`src/rtl/assert_macros.svh`:
```
// Assertion helpers shared by the RTL.
`ifndef ASSERT_MACROS_SVH
`define ASSERT_MACROS_SVH

// Implication checked on every clock edge outside reset.
`define ASSERT_IMPLIES(label, clk, rst_n, ante, cons, msg) \
  label: assert property (@(posedge clk) disable iff (!rst_n) (ante) |-> (cons)) \
    else $error(msg);

// Next-cycle implication checked outside reset.
`define ASSERT_NEXT(label, clk, rst_n, ante, cons, msg) \
  label: assert property (@(posedge clk) disable iff (!rst_n) (ante) |=> (cons)) \
    else $error(msg);

`endif

```
`src/rtl/caf_pkg.sv`:
```
`timescale 1ns / 1ps
`default_nettype none
package caf_pkg;
  localparam int CordicSteps = 16;
  localparam int DeltaWidth  = 16;
  localparam int AtanEntries = 24;
  localparam int CordicUsed  = (CordicSteps < AtanEntries) ? CordicSteps : AtanEntries;

  localparam logic [1:0] AddrBlend = 2'd0;
  localparam logic [1:0] AddrGain  = 2'd1;
  localparam logic [1:0] AddrNorm  = 2'd2;

  // Sample as held in the queue between front and back.
  typedef struct packed {
    logic               first;
    logic signed [15:0] ax;
    logic signed [15:0] ay;
    logic signed [15:0] az;
    logic signed [15:0] gx;
    logic signed [15:0] gz;
    logic [DeltaWidth-1:0] ticks;
  } caf_item_t;

  typedef struct packed {
    logic [16:0] blend;
    logic [23:0] gain;
    logic [31:0] norm;
  } caf_cfg_t;

  function automatic logic [21:0] atan_lut(input logic [4:0] i);
    logic [21:0] r;
    case (i)
      5'd0: r = 22'd2949120;  5'd1: r = 22'd1740967;  5'd2: r = 22'd919879;
      5'd3: r = 22'd466945;   5'd4: r = 22'd234379;   5'd5: r = 22'd117305;
      5'd6: r = 22'd58666;    5'd7: r = 22'd29335;    5'd8: r = 22'd14668;
      5'd9: r = 22'd7334;     5'd10: r = 22'd3667;    5'd11: r = 22'd1833;
      5'd12: r = 22'd917;     5'd13: r = 22'd458;     5'd14: r = 22'd229;
      5'd15: r = 22'd115;     5'd16: r = 22'd57;      5'd17: r = 22'd29;
      5'd18: r = 22'd14;      5'd19: r = 22'd7;       5'd20: r = 22'd4;
      5'd21: r = 22'd2;       5'd22: r = 22'd1;
      default: r = 22'd0;
    endcase
    return r;
  endfunction
endpackage
`default_nettype wire

```
`src/rtl/caf_regs.sv`:
```
`timescale 1ns / 1ps
`default_nettype none
module caf_regs import caf_pkg::*; (
  input  wire logic        clk,
  input  wire logic        rst_n,
  input  wire logic        psel,
  input  wire logic        penable,
  input  wire logic        pwrite,
  input  wire logic [3:0]  paddr,
  input  wire logic [31:0] pwdata,
  output logic [31:0]      prdata,
  output caf_cfg_t         cfg
);
  caf_cfg_t cfg_r;
  logic [1:0] idx;
  assign idx = paddr[3:2];
  assign cfg = cfg_r;

  always_comb begin
    case (idx)
      AddrBlend: prdata = {15'd0, cfg_r.blend};
      AddrGain:  prdata = {8'd0, cfg_r.gain};
      AddrNorm:  prdata = cfg_r.norm;
      default:   prdata = '0;
    endcase
  end

  always_ff @(posedge clk) begin
    if (!rst_n) begin
      cfg_r.blend <= 17'd1311;
      cfg_r.gain <= '0;
      cfg_r.norm <= 32'd2683044;
    end else if (psel && penable && pwrite) begin
      case (idx)
        AddrBlend: cfg_r.blend <= pwdata[16:0];
        AddrGain:  cfg_r.gain <= pwdata[23:0];
        AddrNorm:  cfg_r.norm <= pwdata;
        default: ;
      endcase
    end
  end
endmodule
`default_nettype wire

```
`config.mk`:
```
export PLATFORM = sky130hd
export DESIGN_NAME = caf_regs
export DESIGN_NICKNAME = d
export VERILOG_FILES = /design/src/rtl/assert_macros.svh /design/src/rtl/caf_pkg.sv /design/src/rtl/caf_regs.sv
export SDC_FILE = /design/constraint.sdc
export NUM_CORES = 1
export LEC_CHECK = 0
export ABC_AREA = 0
export ABC_CLOCK_PERIOD_IN_PS = 1680
export BUFFER_PORTS_ARGS = -buffer_cell sky130_fd_sc_hd__buf_2
export CAP_MARGIN = 40
export CORE_ASPECT_RATIO = 2
export CORE_MARGIN = 2
export CORE_UTILIZATION = 43
export DETAILED_ROUTE_END_ITERATION = 10
export PLACE_DENSITY = 0.77
export SYNTH_ARGS = -nofsm -noshare
export SYNTH_HDL_FRONTEND = slang
export SYNTH_SLANG_ARGS = --single-unit
```
`constraint.sdc`:
```
create_clock -name clk -period 1.68 [get_ports clk]
set_clock_uncertainty 0.2 [all_clocks]
set_input_delay 0.42 -clock clk [delete_from_list [all_inputs] [get_ports clk]]
set_output_delay 0.42 -clock clk [all_outputs]
set_load 0.02 [all_outputs]
```
Yosys cells after proc, flatten, opt, wreduce, memory -nomap -nowiden. Index checks and enable logic that the tools add are counted.

Reduce and logical (&&, ||, !) cells: 6. Eq/ne operators: 2. Multiplexer cells: 1.

Operators with widths (count): $pmux 32 s3 (1); $reduce_and 2->1 (3); $eq 2x1->1 const B (1); $eq 2x2->1 const B (1); $logic_and 1x1->1 (2); $logic_not 2->1 (1).

Output and inout port bits: 105. Register bits after elaboration: 73. Word-level logic and storage cells: 12.

Longest topological paths before layout.
Depth in word-level cells: 3. Gate-level depth with buffers: 6. Depth with buffers taken out: 3.

Worst setup path after synthesis. Ideal clock, no wire load.

Path type: in2out. Start: input port paddr[2]. End: output port prdata[0]. Slack: -0.452 ns. Arrival time: 1.512 ns. Buffers on the path: 2. Stages: 4. Cells stage by stage: buf_2 > buf_2 > mux2i_1 > o21ai_0.

Word-level cells in the longest chain between the ends: 2.

RTL lines: from (decl) (RTL line caf_regs.sv:9) `input wire logic [3:0] paddr,`; $eq 2x2->1 (tied with other cells) (RTL line caf_regs.sv:20) `case (idx)`; $pmux 32 s3 * (RTL line caf_regs.sv:20); to (decl) (RTL line caf_regs.sv:11) `output logic [31:0] prdata,`.

Mark *: on every way between the ends. The rest lies on a longest branch, timed or not.

Final worst setup path.
Start: input port paddr[2]. End: output port prdata[5].

Same word-level chain as after synthesis.

==> results.md <==
Drt:
- For this run, the detailed router's first-pass iteration total came to 4.
- The via count is around 3200.
- The violation count after the first detailed-routing iteration is 158.
- In the routed design, unresolved DRC markers number 0.
- The routed length per placed instance is between 15 and 20 um.
- The number of antenna-violating nets in the routed design is 0.
- The via density per instance is 5.13.
- The final routed wirelength across all metal layers is approximately 10000 um.

CTS:
- The library cell used as clock root buffer is sky130_fd_sc_hd__clkbuf_16.
- The clock transition at the registers of the reported paths is 0.06 ns.
- The later pin in the worst-skew pair is clocked with a latency of 0.33 ns.
- The CTS tree is yes.
- The post-cts hold buffer count is 0.
- The longest clock path from root to sink contains 2 buffers.
- The sink count of the clock tree is 73.
- In this run, CTS created clock tree buffers numbering 9.
- The number of H-tree branching levels is 3.

Global routing:
- The number of global-route vias before repair is 3200.
- The met2 capacity usage during global routing is 0.447.
- The peak-usage layer in the global routing report is met2.
- The global-route wire length before repair is 15500 um.
- The largest net degree at the start of global routing is 63.
- In the global route stage, met1 resource usage came out at 0.249.
- The total global routing overflow is 0.
- The total routing resource utilization after global routing is 0.240.
- The number of antenna violations at the first check in global routing came to 0.
- For this run, global-route usage on met3 was measured as 0.0465.

Floorplan:
- The core region is around 7500 um2.
- The initial standard-cell utilization of the core is 0.439.
- The x dimension of the die is around 66 um.
- The die covers approximately 8500 um2.
- The boundary pin count is 146.
- The initialized floorplan defines 45 standard-cell rows.
- The vertical die dimension is between 100 and 150 um.

Timing:
- Setup repair after global routing could not meet its margin everywhere.
- The post-route fraction of the period consumed by the critical path is 1.18.
- The count of final max-slew check failures is 0.
- Based on the critical path, the design can be clocked at up to about 510 MHz.
- The relative max-transition margin is 0.635.
- The number of hold-slack violations in the final timing report is 0.
- Setup violations remaining at the end of the flow were counted as between 60 and 70.
- After layout, the minimum clock period comes to about 2.0 ns.
- In the post-route analysis, the smallest setup slack over all paths is -0.295 ns.
- For the pin with the worst max-slew slack, the measured transition is 0.545 ns.

Worst setup path:
- The signal on the critical path passes through buf_8 > buf_12 > buf_12 > buf_16 > mux2i_1 > o21ai_2 > buf_6.
- The highest-delay cell along the critical path is sky130_fd_sc_hd__mux2i_1.
- At the worst endpoint, the arrival time is roughly 1.4 ns.
- Counting both buffers and inverters, the worst setup path holds a total of 5.
- The largest stage delay on the critical path is between 0.2 and 0.25 ns.
- Among cell families on the critical path, the largest total delay comes from buffers and inverters.
- The most common cell type on the critical path is sky130_fd_sc_hd__buf_12.
- The startpoint type of the worst setup path is an input pin.
- Data on the critical path is required at its endpoint by about 1.1 ns.
- STA classifies the critical path endpoint as an output port.
- The critical path in this run is classified as in2out.
- The maximum fanout along the worst path is 5.

Final layout:
- Compared with the post-synthesis result, the final layout area differs by 61.1%.
- The leading cell type in the layout, fill and taps excluded is sky130_fd_sc_hd__buf_2.
- The final-layout fill cell count is 550.
- At the end of the flow the core is filled with cells to 0.707.
- Leaving out fill and tap cells, the most frequent cells in the layout are sky130_fd_sc_hd__buf_2 (108), sky130_fd_sc_hd__nand2_1 (89), sky130_fd_sc_hd__mux2i_1 (81).
- The count of nets after finishing is around 570.
- The register with the most flip-flops in the layout has 73 of them.
- Of the cells placed in the final design, the portion with a size suffix greater than 1 is 0.469.
- The count of antenna diodes in the layout is 0.

Synth:
- In this run the mean area of a mapped cell was slightly below 9 um2.
- The number of nets handed over by synthesis was 411.
- The top cell type's share of synthesized area is 0.441.
- Sorting the synthesized cells by area gives the leading types as sky130_fd_sc_hd__dfxtp_1 (44%), sky130_fd_sc_hd__mux2i_1 (25%), sky130_fd_sc_hd__nand2_1 (12%).
- The cell area that synthesis handed to floorplanning was 3310 um2.
- The number of register bits inferred by synthesis is between 70 and 80.
- The synthesized instance count is 370.
- After synthesis, the netlist uses 19 different library cells.
- The share of the Yosys chip area taken by registers is 0.441.
- Summed over all instances, the cell type with the most area after synthesis is sky130_fd_sc_hd__dfxtp_1.
- During synthesis, Yosys emitted a total of 0 warnings.

Placement:
- The pre-CTS worst setup slack is -0.520 ns.
- The half-perimeter wire length of the detailed placement result is 6710 um.
- The count of port buffers added during placement is about 140.
- The congestion estimate from routability-driven global placement came to just under 0.8.

Pwr:
- The worst ir drop on vdd is between 0.6 and 0.7 mV.
- Summed over all cells, the static leakage comes to 2.55 nW.
- The power density over the cells is between 800 and 900 nW/um2.

Status:
- The final reports fail on negative setup slack.
- The flow ran to the end, but the final reports show violations.

Job:
- The number of maximum-capacitance violations is 0.

Hold path:
- The tightest min-delay check is of the in2reg type.
[worst min-delay path, cell delays in order]
cell and delay, ns:
sky130_fd_sc_hd__buf_2 0.09, sky130_fd_sc_hd__nand2_1 0.05, sky130_fd_sc_hd__mux2i_1 0.06
[path summary, 6_finish.rpt]
check | startpoint | to | slack, ns | depth (start not counted)
worst max-delay path | paddr[2] | prdata[5] | -0.30 | 7
worst min-delay path | pwdata[27] | cfg[27] | 0.13 | 3
worst max register to register | cfg[72] | cfg[72] | 0.78 | 2
worst min register to register | cfg[26] | cfg[26] | 0.27 | 2
[stage by stage]
step,instance area (um2),power (mW),std cells,hold slack (ns),setup TNS (ns)
floorplan,3490,2.09,370,0.341,-0.648
global placement,4360,2.24,599,0.250,-34.72
detailed placement,4360,2.25,599,0.259,-37.48
CTS,5350,4.37,636,0.126,-10.60
global route,5340,4.44,631,0.150,-11.98
finish,5340,4.32,631,0.134,-9.46
[cell families after synthesis]
family                 synth area share
and+or+nand+nor                   0.180
DFF                               0.441
AOI/OAI and AO/OA                0.0744
muxes                             0.248
buffers and inverters            0.0567
[cell usage after synthesis, drive strengths merged]
library cell / instances
a22o: 7
and2: 8
buf: 13
clkbuf: 17
dfxtp: 73
inv: 8
mux2i: 82
nand2: 106
nand2b: 1
nand3: 1
nor2: 1
nor2b: 17
nor3: 1
nor3b: 1
o211ai: 8
o21ai: 25
or2: 1
[metal layers]
| layer | routed length (um) | share of wire |
|---|---|---|
| met5 | 0 | 0 |
| met2 | 5760 | 0.55 |
| met3 | 530 | 0.051 |
| met4 | 316 | 0.030 |
| met1 | 3810 | 0.37 |
[power breakdown]
part           total (mW)  internal, mW  switching (mW)
sequential           1.78          1.76          0.0230
clock                1.97          1.27           0.700
combinational       0.575         0.275           0.301
total                4.32          3.30            1.02
[area by class of cell]
class / count / area, um2 / share of cell area
well taps: 94 / 118 / 0.0220
flip-flops and latches: 73 / 1460 / 0.274
inverters: 8 / 30.0 / 0.00563
multi-input cells: 259 / 1940 / 0.363
clock inverters: 2 / 35.0 / 0.00657
clock buffers: 14 / 274 / 0.0514
repair buffers: 181 / 1480 / 0.277
[timing repair]
item | 4_1_cts | 5_1_grt
setup buffers | 14 | 1
pin swaps | 17 | 9
gates resized for setup | 118 | 30
cloned | 7 | 1
setup endpoints to repair | 75 | 80
Power figures use the tool's default switching activity.
