[src/rtl/assert_macros.svh]
// Assertion helpers shared by the RTL.
`ifndef ASSERT_MACROS_SVH
`define ASSERT_MACROS_SVH

// Implication checked on every clock edge outside reset.
`define ASSERT_IMPLIES(label, clk, rst_n, ante, cons, msg) \
  label: assert property (@(posedge clk) disable iff (!rst_n) (ante) |-> (cons)) \
    else $error(msg);

// Next-cycle implication checked outside reset.
`define ASSERT_NEXT(label, clk, rst_n, ante, cons, msg) \
  label: assert property (@(posedge clk) disable iff (!rst_n) (ante) |=> (cons)) \
    else $error(msg);

`endif

[src/rtl/caf_pkg.sv]
`timescale 1ns / 1ps
`default_nettype none
package caf_pkg;
  localparam int CordicSteps = 16;
  localparam int DeltaWidth  = 16;
  localparam int AtanEntries = 24;
  localparam int CordicUsed  = (CordicSteps < AtanEntries) ? CordicSteps : AtanEntries;

  localparam logic [1:0] AddrBlend = 2'd0;
  localparam logic [1:0] AddrGain  = 2'd1;
  localparam logic [1:0] AddrNorm  = 2'd2;

  // Sample as held in the queue between front and back.
  typedef struct packed {
    logic               first;
    logic signed [15:0] ax;
    logic signed [15:0] ay;
    logic signed [15:0] az;
    logic signed [15:0] gx;
    logic signed [15:0] gz;
    logic [DeltaWidth-1:0] ticks;
  } caf_item_t;

  typedef struct packed {
    logic [16:0] blend;
    logic [23:0] gain;
    logic [31:0] norm;
  } caf_cfg_t;

  function automatic logic [21:0] atan_lut(input logic [4:0] i);
    logic [21:0] r;
    case (i)
      5'd0: r = 22'd2949120;  5'd1: r = 22'd1740967;  5'd2: r = 22'd919879;
      5'd3: r = 22'd466945;   5'd4: r = 22'd234379;   5'd5: r = 22'd117305;
      5'd6: r = 22'd58666;    5'd7: r = 22'd29335;    5'd8: r = 22'd14668;
      5'd9: r = 22'd7334;     5'd10: r = 22'd3667;    5'd11: r = 22'd1833;
      5'd12: r = 22'd917;     5'd13: r = 22'd458;     5'd14: r = 22'd229;
      5'd15: r = 22'd115;     5'd16: r = 22'd57;      5'd17: r = 22'd29;
      5'd18: r = 22'd14;      5'd19: r = 22'd7;       5'd20: r = 22'd4;
      5'd21: r = 22'd2;       5'd22: r = 22'd1;
      default: r = 22'd0;
    endcase
    return r;
  endfunction
endpackage
`default_nettype wire

[src/rtl/caf_front.sv]
`timescale 1ns / 1ps
`default_nettype none
module caf_front import caf_pkg::*; (
  input  wire logic      clk,
  input  wire logic      rst_n,
  input  wire logic      in_valid,
  output logic           in_ready,
  input  wire logic [111:0] in_data,
  output logic           q_valid,
  input  wire logic      q_ready,
  output caf_item_t      q_item
);
  logic        started_r;
  logic [31:0] last_r;
  caf_item_t   slot_r [2];
  logic [1:0]  cnt_r;
  logic        wp_r, rp_r;
  logic [31:0] diff;
  caf_item_t   it;
  logic        push, pop;

  assign in_ready = (cnt_r != 2'd2);
  assign push = in_valid && in_ready;
  assign q_valid = (cnt_r != 2'd0);
  assign pop = q_valid && q_ready;
  assign q_item = slot_r[rp_r];
  assign diff = in_data[111:80] - last_r;

  always_comb begin
    it.first = !started_r;
    it.ax = in_data[15:0];
    it.ay = in_data[31:16];
    it.az = in_data[47:32];
    it.gx = in_data[63:48];
    it.gz = in_data[79:64];
    if (diff > 32'((64'd1 << DeltaWidth) - 64'd1)) begin
      it.ticks = '1;
    end else begin
      it.ticks = diff[DeltaWidth-1:0];
    end
  end

  always_ff @(posedge clk) begin
    if (!rst_n) begin
      started_r <= 1'b0;
      last_r <= '0;
      cnt_r <= '0;
      wp_r <= 1'b0;
      rp_r <= 1'b0;
    end else begin
      if (push) begin
        slot_r[wp_r] <= it;
        wp_r <= !wp_r;
        started_r <= 1'b1;
        last_r <= in_data[111:80];
      end
      if (pop) begin
        rp_r <= !rp_r;
      end
      cnt_r <= cnt_r + 2'(push) - 2'(pop);
    end
  end
endmodule
`default_nettype wire

[config.mk]
export PLATFORM = sky130hd
export DESIGN_NAME = caf_front
export DESIGN_NICKNAME = d
export VERILOG_FILES = /design/src/rtl/assert_macros.svh /design/src/rtl/caf_pkg.sv /design/src/rtl/caf_front.sv
export SDC_FILE = /design/constraint.sdc
export NUM_CORES = 1
export LEC_CHECK = 0
export ABC_AREA = 1
export ABC_CLOCK_PERIOD_IN_PS = 26500
export BUFFER_PORTS_ARGS = -buffer_cell sky130_fd_sc_hd__buf_2
export CORE_ASPECT_RATIO = 1.4
export CORE_MARGIN = 8
export CORE_UTILIZATION = 33
export CTS_CLUSTER_SIZE = 8
export DETAILED_ROUTE_END_ITERATION = 6
export PLACE_DENSITY = 0.54
export SLEW_MARGIN = 20
export SYNTH_ARGS = -nofsm -noshare
export SYNTH_HDL_FRONTEND = slang
export SYNTH_SLANG_ARGS = --single-unit
[constraint.sdc]
create_clock -name clk -period 26.5 [get_ports clk]
set_clock_uncertainty 0.05 [all_clocks]
set_input_delay 2.65 -clock clk [delete_from_list [all_inputs] [get_ports clk]]
set_output_delay 2.65 -clock clk [all_outputs]
set_load 0.02 [all_outputs]
; ---- Word level (Yosys, flattened, before mapping)
; Memory sizes are Yosys's and may differ from the RTL's. A register that Yosys moved wholly into a read port is not among the register bits.
; Cells that the tools add are included.
[op_classes]
add_sub_neg = 3
magnitude_cmp = 1
eq_ne = 1
mux = 6
reduce_logical = 6
[ops]
columns = operator, n
row1 = $gt A32 B16 Y1 const B, 1
row2 = $sub A32 B32 Y32, 1
row3 = $mux W16, 1
row4 = $mux W1, 5
row5 = $logic_not A1 Y1, 3
row6 = $add A2 B1 Y2, 1
row7 = $logic_and A1 B1 Y1, 2
row8 = $ne A2 B2 Y1 const B, 1
row9 = $reduce_bool A2 Y1, 1
row10 = $sub A2 B1 Y2, 1
[totals]
reg_bits = 37
mem_bits_rw = 194
input_bits = 116
word_cells = 23
n_memories = 1
[memory_table]
columns = memory, depth, word_bits, rd, rd_ports_with_merged_regs, wr, line_no
row1 = slot_r, 2, 97, 1, 1, 1, caf_front.sv:15  ; caf_item_t slot_r [2];

; ---- Longest topological paths before layout
; Gate-level depths: netlist (run 1).
[logic_depth]
word_depth = 5
mapped_depth = 19
mapped_depth_nobuf = 18

; ---- Worst setup path before layout (run 1)
; OpenSTA, ideal clock, no wires.
[synth_timing]
path_type = input -> register
from = input in_valid
to = memory slot_r[1][0] in the netlist's numbering (enable)
setup_time_ps = 672
t_arrival_ps = 9686
required_ps = 25778
slack_ps = 16092
cell_stages = 4
n_path_buf = 2
path_cell_list = nand2_1 -> clkbuf_1 -> clkbuf_1 -> nor3_1
[synth_between]
elab_chain_len = 4
[synth_rtl]
columns = element, line_no
row1 = from (decl), caf_front.sv:6  ; input wire logic in_valid,
row2 = $logic_and A1 B1 Y1, caf_front.sv:23  ; assign push = in_valid && in_ready;
row3 = $mux W1, caf_front.sv:51  ; if (push) begin
row4 = $mux W1, caf_front.sv:44  ; if (!rst_n) begin
row5 = $mux W1 (implied by the code), caf_front.sv:52  ; slot_r[wp_r] <= it;
row6 = to (decl), caf_front.sv:15
; No other way between the ends.

==> results of run 1 <==
-- power by group --
group | total [W] | switching, W | leakage, nW | internal, W
logic | 0.000360 | 0.000232 | 3.18 | 0.000128
clock network | 0.000385 | 0.000148 | 0.460 | 0.000237
registers | 0.000447 | 0.0000126 | 2.05 | 0.000435
total | 0.00119 | 0.000393 | 5.68 | 0.000800
-- cell usage in the layout (no fill, tap or decap), types with 7 or more instances in the layout --
cell type	count
edfxtp_1	194
nand3_1	32
nand2_2	7
nand4_1	23
ha_1	33
a21oi_1	57
mux2_2	97
clkbuf_16	35
nand2_1	231
o21ai_0	41
buf_2	214
inv_1	161
dfxtp_1	37
xnor2_1	14
nor2_1	47
nor2_2	12
clkbuf_1	7
-- state kept, by name, indices dropped and copies added (netlist names), named ones only --
register and count:
wp_r 1, cnt_r 2, rp_r 1, last_r 32
started_r 1, slot_r 194
-- worst max path at each step --
stage                     cells past startpoint      endpoint         from
after global placement                       16  slot_r[0][9]  in_data[80]
after CTS                                     3    q_item[14]    flip-flop
after global routing                          3    q_item[73]    flip-flop
after floorplan                               4  slot_r[1][0]     in_valid
final                                         3    q_item[19]    flip-flop
after detailed placement                     16  slot_r[0][9]  in_data[80]
-- tightest hold or removal path: cells and delay by family, from the launching register on --
kind / cells / cell delay (ps)
compound gates: 1 / 50
buf+inv: 1 / 60
flops: 1 / 290
-- logic make-up after synthesis --
logic type	Yosys count	synth area share (%)
xor gates and xnor gates	16	1.266
muxes	97	9.864
AOI/OAI and AO/OA	100	4.542
buffers and inverters	190	6.621
and+or+nand+nor	370	14.32
DFF	232	59.48
adders and majority gates	34	3.910
-- final cells by class --
class,count,area (um^2)
well taps,445,556.8
clock buffers,42,902.1
inverters,166,623.1
repair buffers,220,1116
fillers,3277,19510
flip-flops and latches,232,6590
multi-input cells,617,3769
diodes,1,2.502
clock inverters,5,45.04
-- through the flow --
step | util (%) | hold WS (ps) | cells | worst slack [ps] | cell area (um^2)
2_1_floorplan | - | 375.5 | 1039 | 16090 | 11070
3_3_place_gp | 38.22 | 388.0 | 1680 | 21050 | 12650
3_5_place_dp | 38.22 | 382.5 | 1680 | 21060 | 12650
4_1_cts | 41.08 | 407.8 | 1727 | 21150 | 13600
5_1_grt | 41.08 | 425.0 | 1728 | 21070 | 13600
6_report | 41.08 | 403.0 | 1728 | 21260 | 13600
-- layer usage --
| layer | up-vias | global-route usage (%) | share of wire, % |
|---|---|---|---|
| met4 | 6 | 4.713 | 2.3 |
| met2 | 231 | 26.03 | 51 |
| met5 | - | 0 | 0.14 |
| li1 | 3940 | - | - |
| met1 | 3730 | 15.91 | 39 |
| met3 | 53 | 3.630 | 7.6 |
==> flow_summary.json, run 1 <==
{
  "grt_max_degree": 72,
  "ys_ff_latch": 232,
  "period_share_pct": 19.78,
  "critical_path_class": "flip-flop to output pin",
  "drc_errors": 0,
  "tns_ps": 0,
  "start_util_pct": 33.44,
  "leakagePower_nw": 5.685,
  "num_rows": 79,
  "antenna_found_initial": 4,
  "power_density_mw_per_mm2": 87.70,
  "drt-wirelength-per-cell_um": 16.91,
  "via_per_inst": 4.606,
  "reg2reg_to": "slot_r[0][9]",
  "synth_seq_area_share_pct": 59.48,
  "cts_hold_buf": 0,
  "end_kind": "output pin",
  "crit_family": "buffers and inverters",
  "nNetsFinal": 1422,
  "min_from": "last_r[20]",
  "globalplace.congestion": 0.9242,
  "die_w_um": 170.8,
  "synth_top_area_cell": "edfxtp_1",
  "cts_tree": "done",
  "min_path_type": "flip-flop to flip-flop",
  "cts.path.max_buffers": 3,
  "hold_depth": 2,
  "ctsHtreeMaxLevel": 2,
  "crit_fanout": 71,
  "synth.area.top_cells": "edfxtp_1, mux2_2, nand2_1, dfxtp_1, inv_1",
  "core-area_mm2": 0.03311,
  "hpwl_mm": 21.63,
  "numClockSinks": 232,
  "start_kind": "flip-flop",
  "yosysMostFrequentCell": "nand2_1",
  "vias": 7960,
  "outcome": "completed",
  "synth_edf_count": 194,
  "grt_first_pass_wirelength_mm": 44.13,
  "cp_slowest_cell": "buf_4",
  "grt_pass1_vias": 8179,
  "post_cts_buffers": 0,
  "critPathMaxStageDelay_ps": 820,
  "cts.root.buffer_cell": "clkbuf_16",
  "arrival_ps": 2540,
  "drive_gt1_share_pct": 30.19,
  "timing.fmax_ghz": 0.1908,
  "ioPinCount": 215,
  "rsz0062_at_grt": "false",
  "synthCells": 1039,
  "ctsResizeCount": 0,
  "r2r_start": "last_r[18]",
  "synth_common_cells": "nand2_1, edfxtp_1, inv_1",
  "r2r_cells": 14,
  "cts_made_buffers": 35,
  "gr-total-overflow": 0,
  "async_flop_share_pct": 0,
  "fin_crit_ps": 5241,
  "ir_worst_vdd_uv": 51.57,
  "dr.pass1.iters": 5,
  "synthFlopType": "edfxtp_1",
  "slew_viol_final": 0,
  "slew_headroom_pct": 34.28,
  "hold_viol": 0,
  "finalPower_w": 0.001193,
  "syn_area_mm2": 0.01107,
  "clk_pin_slew_ps": 50,
  "io_buffer_count": 214,
  "holdPathEnd": "last_r[20]",
  "rrSetupSlack_ps": 23490,
  "crit_required_ps": 23800,
  "layout-area-overhead-vs-synth_pct": 22.86,
  "floorplan.die.height_um": 232.7,
  "drt_wl_total_mm": 29.21,
  "cap_violations": 0,
  "setup_viol": 0,
  "cp_num_buf_inv": 2,
  "fp.dieArea_mm2": 0.03976,
  "detail_route.iter0.violations": 326,
  "synth_top_area_share_pct": 52.61,
  "synth.distinct_cells": 32,
  "synth_area_per_cell_um2": 10.66,
  "synth_warnings": 0,
  "worst_pin_slew_ps": 985.9,
  "cp_cell_sequence": "buf_4, mux2_2, buf_2",
  "synth.net_count": 1189,
  "clk_latency_ps": 500,
  "ant_nets": 0,
  "track_usage_pct": 14.28
}
(Power assumes the default switching activity.)
==> inputs of run 2 (changes only) <==
ABC_CLOCK_PERIOD_IN_PS = 4940   (was 26500)
clock period = 4.94 ns   (was 26.5 ns; I/O delays follow)
==> run 2 against run 1 <==
Clock power grew to 5.5 times the previous value. Via count is 1.2% lower. Highest routed layer unchanged. Worst setup slack worse by 19000 ps. Critical endpoint is now slot_r[0][5]. Final cell count hardly changed. Hold slack worse by 270 ps.
==> flow_summary.json, run 2 (same netlist as run 1, synthesis figures left out) <==
{
  "crit_fanout": 14,
  "power_density_mw_per_mm2": 471.9,
  "ir_worst_vdd_uv": 261.7,
  "reg.largest.list": "slot_r (194), last_r (32), cnt_r (2)",
  "stdcell_area_mm2": 0.01365,
  "outcome": "completed",
  "n_antenna_cell": 0,
  "nFillCells": 3262,
  "cp_num_buf_inv": 1,
  "antenna_found_initial": 2,
  "drive_gt1_share_pct": 30.22,
  "final_core_util_pct": 41.24,
  "worst_pin_slew_ps": 650.2,
  "ctsHtreeMaxLevel": 2,
  "timing.fmax_ghz": 0.3329,
  "post_cts_buffers": 0,
  "crit_required_ps": 5080,
  "finalPower_w": 0.006444,
  "grt_first_pass_wirelength_mm": 44.17,
  "r2r_cells": 14,
  "leakagePower_nw": 5.706,
  "tns_ps": 0,
  "hold_depth": 1,
  "grt_max_degree": 98,
  "slew_viol_final": 0,
  "final_common_cell": "nand2_1",
  "cts_tree": "done",
  "cts_made_buffers": 35,
  "cts.root.buffer_cell": "clkbuf_16",
  "r2r_start": "last_r[23]",
  "ant_nets": 0,
  "arrival_ps": 3150,
  "hold_viol": 0,
  "place_area_mm2": 0.01269,
  "multi_input_area_mm2": 0.003775,
  "reg2reg_to": "slot_r[0][5]",
  "ioPinCount": 215,
  "largest_reg_flops": 194,
  "start_util_pct": 33.44,
  "gr-total-overflow": 0,
  "globalplace.congestion": 0.9277,
  "start_kind": "flip-flop",
  "cp_cell_sequence": "inv_1, ha_1, a21oi_1, nor2_1, nor2_1, nand2_1, a21oi_1, nand2_1, nand2_1, nand2_1, nor2_1, nand2_1, nor2_2, nand4_1",
  "end_kind": "flip-flop",
  "floorplan.die.height_um": 232.7,
  "cts.path.max_buffers": 3,
  "ctsResizeCount": 0,
  "cap_violations": 0,
  "detail_route.iter0.violations": 299,
  "drc_errors": 0,
  "dr.pass1.iters": 4,
  "drt_wl_total_mm": 29.36,
  "io_buffer_count": 214,
  "vias": 7867,
  "die_w_um": 170.8,
  "numClockSinks": 232,
  "hpwl_mm": 21.85,
  "clk_latency_ps": 500,
  "registers.top_by_ff_count": "slot_r",
  "slew_headroom_pct": 56.65,
  "cts_hold_buf": 0,
  "rrSetupSlack_ps": 1940,
  "final_cell_mix": "nand2_1, buf_2, edfxtp_1, inv_1, mux2_2",
  "fp.dieArea_mm2": 0.03976,
  "clk_pin_slew_ps": 50,
  "nNetsFinal": 1422,
  "core-area_mm2": 0.03311,
  "path_common_cell": "nand2_1",
  "fin_crit_ps": 3004,
  "critical_path_class": "flip-flop to flip-flop",
  "rsz0062_at_grt": "false",
  "via_per_inst": 4.550,
  "regArea_mm2": 0.006590,
  "drt-wirelength-per-cell_um": 16.98,
  "period_share_pct": 60.82,
  "layout-area-overhead-vs-synth_pct": 23.31,
  "num_rows": 79,
  "min_from": "in_data[8]",
  "min_path_type": "primary input to flip-flop",
  "setup_viol": 0,
  "cp_slowest_cell": "nor2_2",
  "track_usage_pct": 14.38,
  "crit_family": "simple AND/OR/NAND/NOR gates",
  "critPathMaxStageDelay_ps": 450,
  "holdPathEnd": "slot_r[0][88]",
  "grt_pass1_vias": 8008
}
run 2: how the worst max path moves through the flow:
stage | from | end | slack (ps) | cells after the start
after floorplan | cnt_r[0] | slot_r[0][0] | 940 | 7
after CTS | last_r[23] | slot_r[1][5] | 1950 | 14
after global routing | last_r[23] | slot_r[0][5] | 1700 | 14
after detailed placement | in_data[80] | slot_r[0][5] | 1680 | 16
after global placement | in_data[103] | slot_r[0][8] | 1630 | 14
final | last_r[23] | slot_r[0][5] | 1940 | 14
run 2: area by class of cell:
type                            count  area share [%]
Timing Repair Buffer              220           8.357
Clock buffer                       44           6.818
Clock inverter                      5          0.2749
Multi-Input combinational cell    617           27.65
Sequential cell                   232           48.26
Tap cell                          445           4.078
Inverter                          166           4.563
run 2: metrics by stage:
stage / instances / worst slack (ps) / hold WS, ps
global placement: 1680 / 1627 / 377.7
CTS: 1729 / 1950 / 92.89
detailed placement: 1680 / 1678 / 381.5
global route: 1729 / 1705 / 97.23
floorplan: 1039 / 936.6 / 375.5
finish: 1729 / 1936 / 128.2
run 2: per-layer routing:
layer  vias up  part of all wire, %  global-route usage, %
met4         2                  3.1                  5.421
met5         -                0.037                      0
li1       3944                    -                      -
met2       228                   50                  25.95
met3        52                  7.2                  3.799
met1      3641                   40                  15.88
run 2: where the power goes:
part,total (W),internal [W],switching [W]
sequential,0.00240,0.00233,0.0000646
clock,0.00210,0.00131,0.000797
combinational,0.00194,0.000691,0.00125
total,0.00644,0.00433,0.00212
==> inputs of run 3 (changes only) <==
ABC_CLOCK_PERIOD_IN_PS = 3050   (was 4940)
clock period = 3.05 ns   (was 4.94 ns; I/O delays follow)
==> run 3 against run 2 <==
Utilization rose by 2.9 points. Count of clock-buffer cells in the layout rose by 2. First-iteration DRC count rose by 20%. Wire length rose by 5.0%. Register-to-register slack got worse by 1700 ps. Hold slack got worse by 74 ps. Global-route usage rose by 0.76 points. Clock power rose by 67%. Sequential power rose by 63%. Critical endpoint is now slot_r[1][8].
==> flow_summary.json, run 3 (same netlist as run 1, synthesis figures left out) <==
{
  "reg2reg_to": "slot_r[1][8]",
  "crit_family": "simple AND/OR/NAND/NOR gates",
  "numClockSinks": 232,
  "fin_crit_ps": 2814,
  "period_share_pct": 92.25,
  "fp.dieArea_mm2": 0.03976,
  "track_usage_pct": 15.14,
  "drt_wl_total_mm": 30.83,
  "setup_viol": 0,
  "arrival_ps": 2980,
  "cap_violations": 0,
  "rrSetupSlack_ps": 240,
  "detail_route.iter0.violations": 359,
  "r2r_start": "last_r[6]",
  "num_rows": 79,
  "slew_headroom_pct": 54.17,
  "critPathMaxStageDelay_ps": 320,
  "multi_input_area_mm2": 0.003790,
  "end_kind": "flip-flop",
  "cts.path.max_buffers": 3,
  "timing.fmax_ghz": 0.3554,
  "core-area_mm2": 0.03311,
  "ctsHtreeMaxLevel": 2,
  "crit_required_ps": 3220,
  "finalPower_w": 0.01074,
  "grt_max_degree": 98,
  "clk_latency_ps": 500,
  "layout-area-overhead-vs-synth_pct": 32.11,
  "final_core_util_pct": 44.18,
  "cp_num_buf_inv": 4,
  "drive_gt1_share_pct": 29.28,
  "rsz0062_at_grt": "false",
  "registers.top_by_ff_count": "slot_r",
  "nFillCells": 3163,
  "reg.largest.list": "slot_r (194), last_r (32), cnt_r (2)",
  "final_common_cell": "nand2_1",
  "globalplace.congestion": 0.9483,
  "preCtsSetupSlack_ps": -137.7,
  "instances_no_fill": 1819,
  "cp_cell_sequence": "inv_1, ha_1, nand2_1, inv_1, a21oi_1, nand2_1, nand2_1, nand2_1, nand2_1, nand2_1, inv_1, nand2_1, nor2_1, nand2_1, nor2_4, buf_12, nand4_1",
  "regArea_mm2": 0.006591,
  "outcome": "completed",
  "ir_worst_vdd_uv": 372.1,
  "cts_made_buffers": 35,
  "clk_pin_slew_ps": 50,
  "vias": 8262,
  "final_cell_mix": "nand2_1, buf_2, edfxtp_1, inv_1, mux2_2",
  "hold_depth": 3,
  "cts_tree": "done",
  "critical_path_class": "flip-flop to flip-flop",
  "via_per_inst": 4.542,
  "cp_slowest_cell": "ha_1",
  "min_from": "in_data[99]",
  "worst_pin_slew_ps": 687.5,
  "power_density_mw_per_mm2": 734.2,
  "slew_viol_final": 0,
  "hold_viol": 0,
  "worst_slack_ps": 236.5,
  "dpl.cell_count": 1687,
  "grt_pass1_vias": 8589,
  "leakagePower_nw": 6.119,
  "drc_errors": 0,
  "drt-wirelength-per-cell_um": 16.95,
  "hpwl_mm": 22.76,
  "floorplan.die.height_um": 232.7,
  "ioPinCount": 215,
  "dr.pass1.iters": 4,
  "largest_reg_flops": 194,
  "gr-total-overflow": 0,
  "io_buffer_count": 214,
  "crit_fanout": 14,
  "ant_nets": 0,
  "holdPathEnd": "last_r[19]",
  "startpoint": "last_r[6]",
  "cts.root.buffer_cell": "clkbuf_16",
  "grt_first_pass_wirelength_mm": 46.69,
  "min_path_type": "primary input to flip-flop",
  "nNetsFinal": 1511,
  "start_util_pct": 33.44,
  "antenna_found_initial": 2,
  "path_common_cell": "nand2_1",
  "start_kind": "flip-flop",
  "r2r_cells": 17,
  "die_w_um": 170.8
}
-- run 3: worst max path at each step --
stage | end | slack, ps | cells past startpoint
3_3_place_gp | slot_r[1][8] | -80 | 16
3_5_place_dp | slot_r[1][8] | -140 | 16
5_1_grt | slot_r[1][8] | 20 | 15
6_report | slot_r[1][8] | 240 | 17
2_1_floorplan | slot_r[1][0] | -590 | 6
4_1_cts | slot_r[1][8] | 130 | 15
-- run 3: final cells by class --
class | count | share of cell area [%]
inverters | 166 | 4.259
clock buffers | 46 | 6.483
diodes | 1 | 0.01711
repair buffers | 309 | 14.10
clock inverters | 3 | 0.3763
well taps | 445 | 3.806
flip-flops and latches | 232 | 45.06
multi-input cells | 617 | 25.91
-- run 3: repair_timing --
item | 4_1_cts | 5_1_grt
resized for setup | 0 | 2
buffers inserted | 1 | 0
endpoints found under the hold margin | 161 | 0
hold buffers | 81 | 0
pin swaps | 1 | 0
endpoints found under the setup margin | 2 | 28
-- run 3: metal layers --
layer	vias to the layer above	global-route usage [%]	share of wire [%]	wire, um
met5	-	0	0	0
met4	0	5.802	3.0	935
met3	55	3.138	6.3	1950
met2	227	28.03	52	15910
met1	3851	16.62	39	12040
li1	4129	-	-	-
-- run 3: report_power, final --
part	internal [W]	switching, W	total, W
sequential	0.00378	0.000143	0.00392
combinational	0.00124	0.00207	0.00331
clock	0.00223	0.00128	0.00351
total	0.00725	0.00350	0.0107
-- run 3: stage by stage --
step                area, um^2  hold WS, ps  TNS (ps)
floorplan                11120        353.9    -57470
global placement         12780        377.7     -2096
detailed placement       12780        390.3     -2415
CTS                      14620        34.71         0
global route             14630        56.23         0
finish                   14630        54.57         0
-- run 3: worst min-delay path, stage by stage --
cell and delay [ps]:
buf_2 90, o21ai_0 70, a21oi_1 100
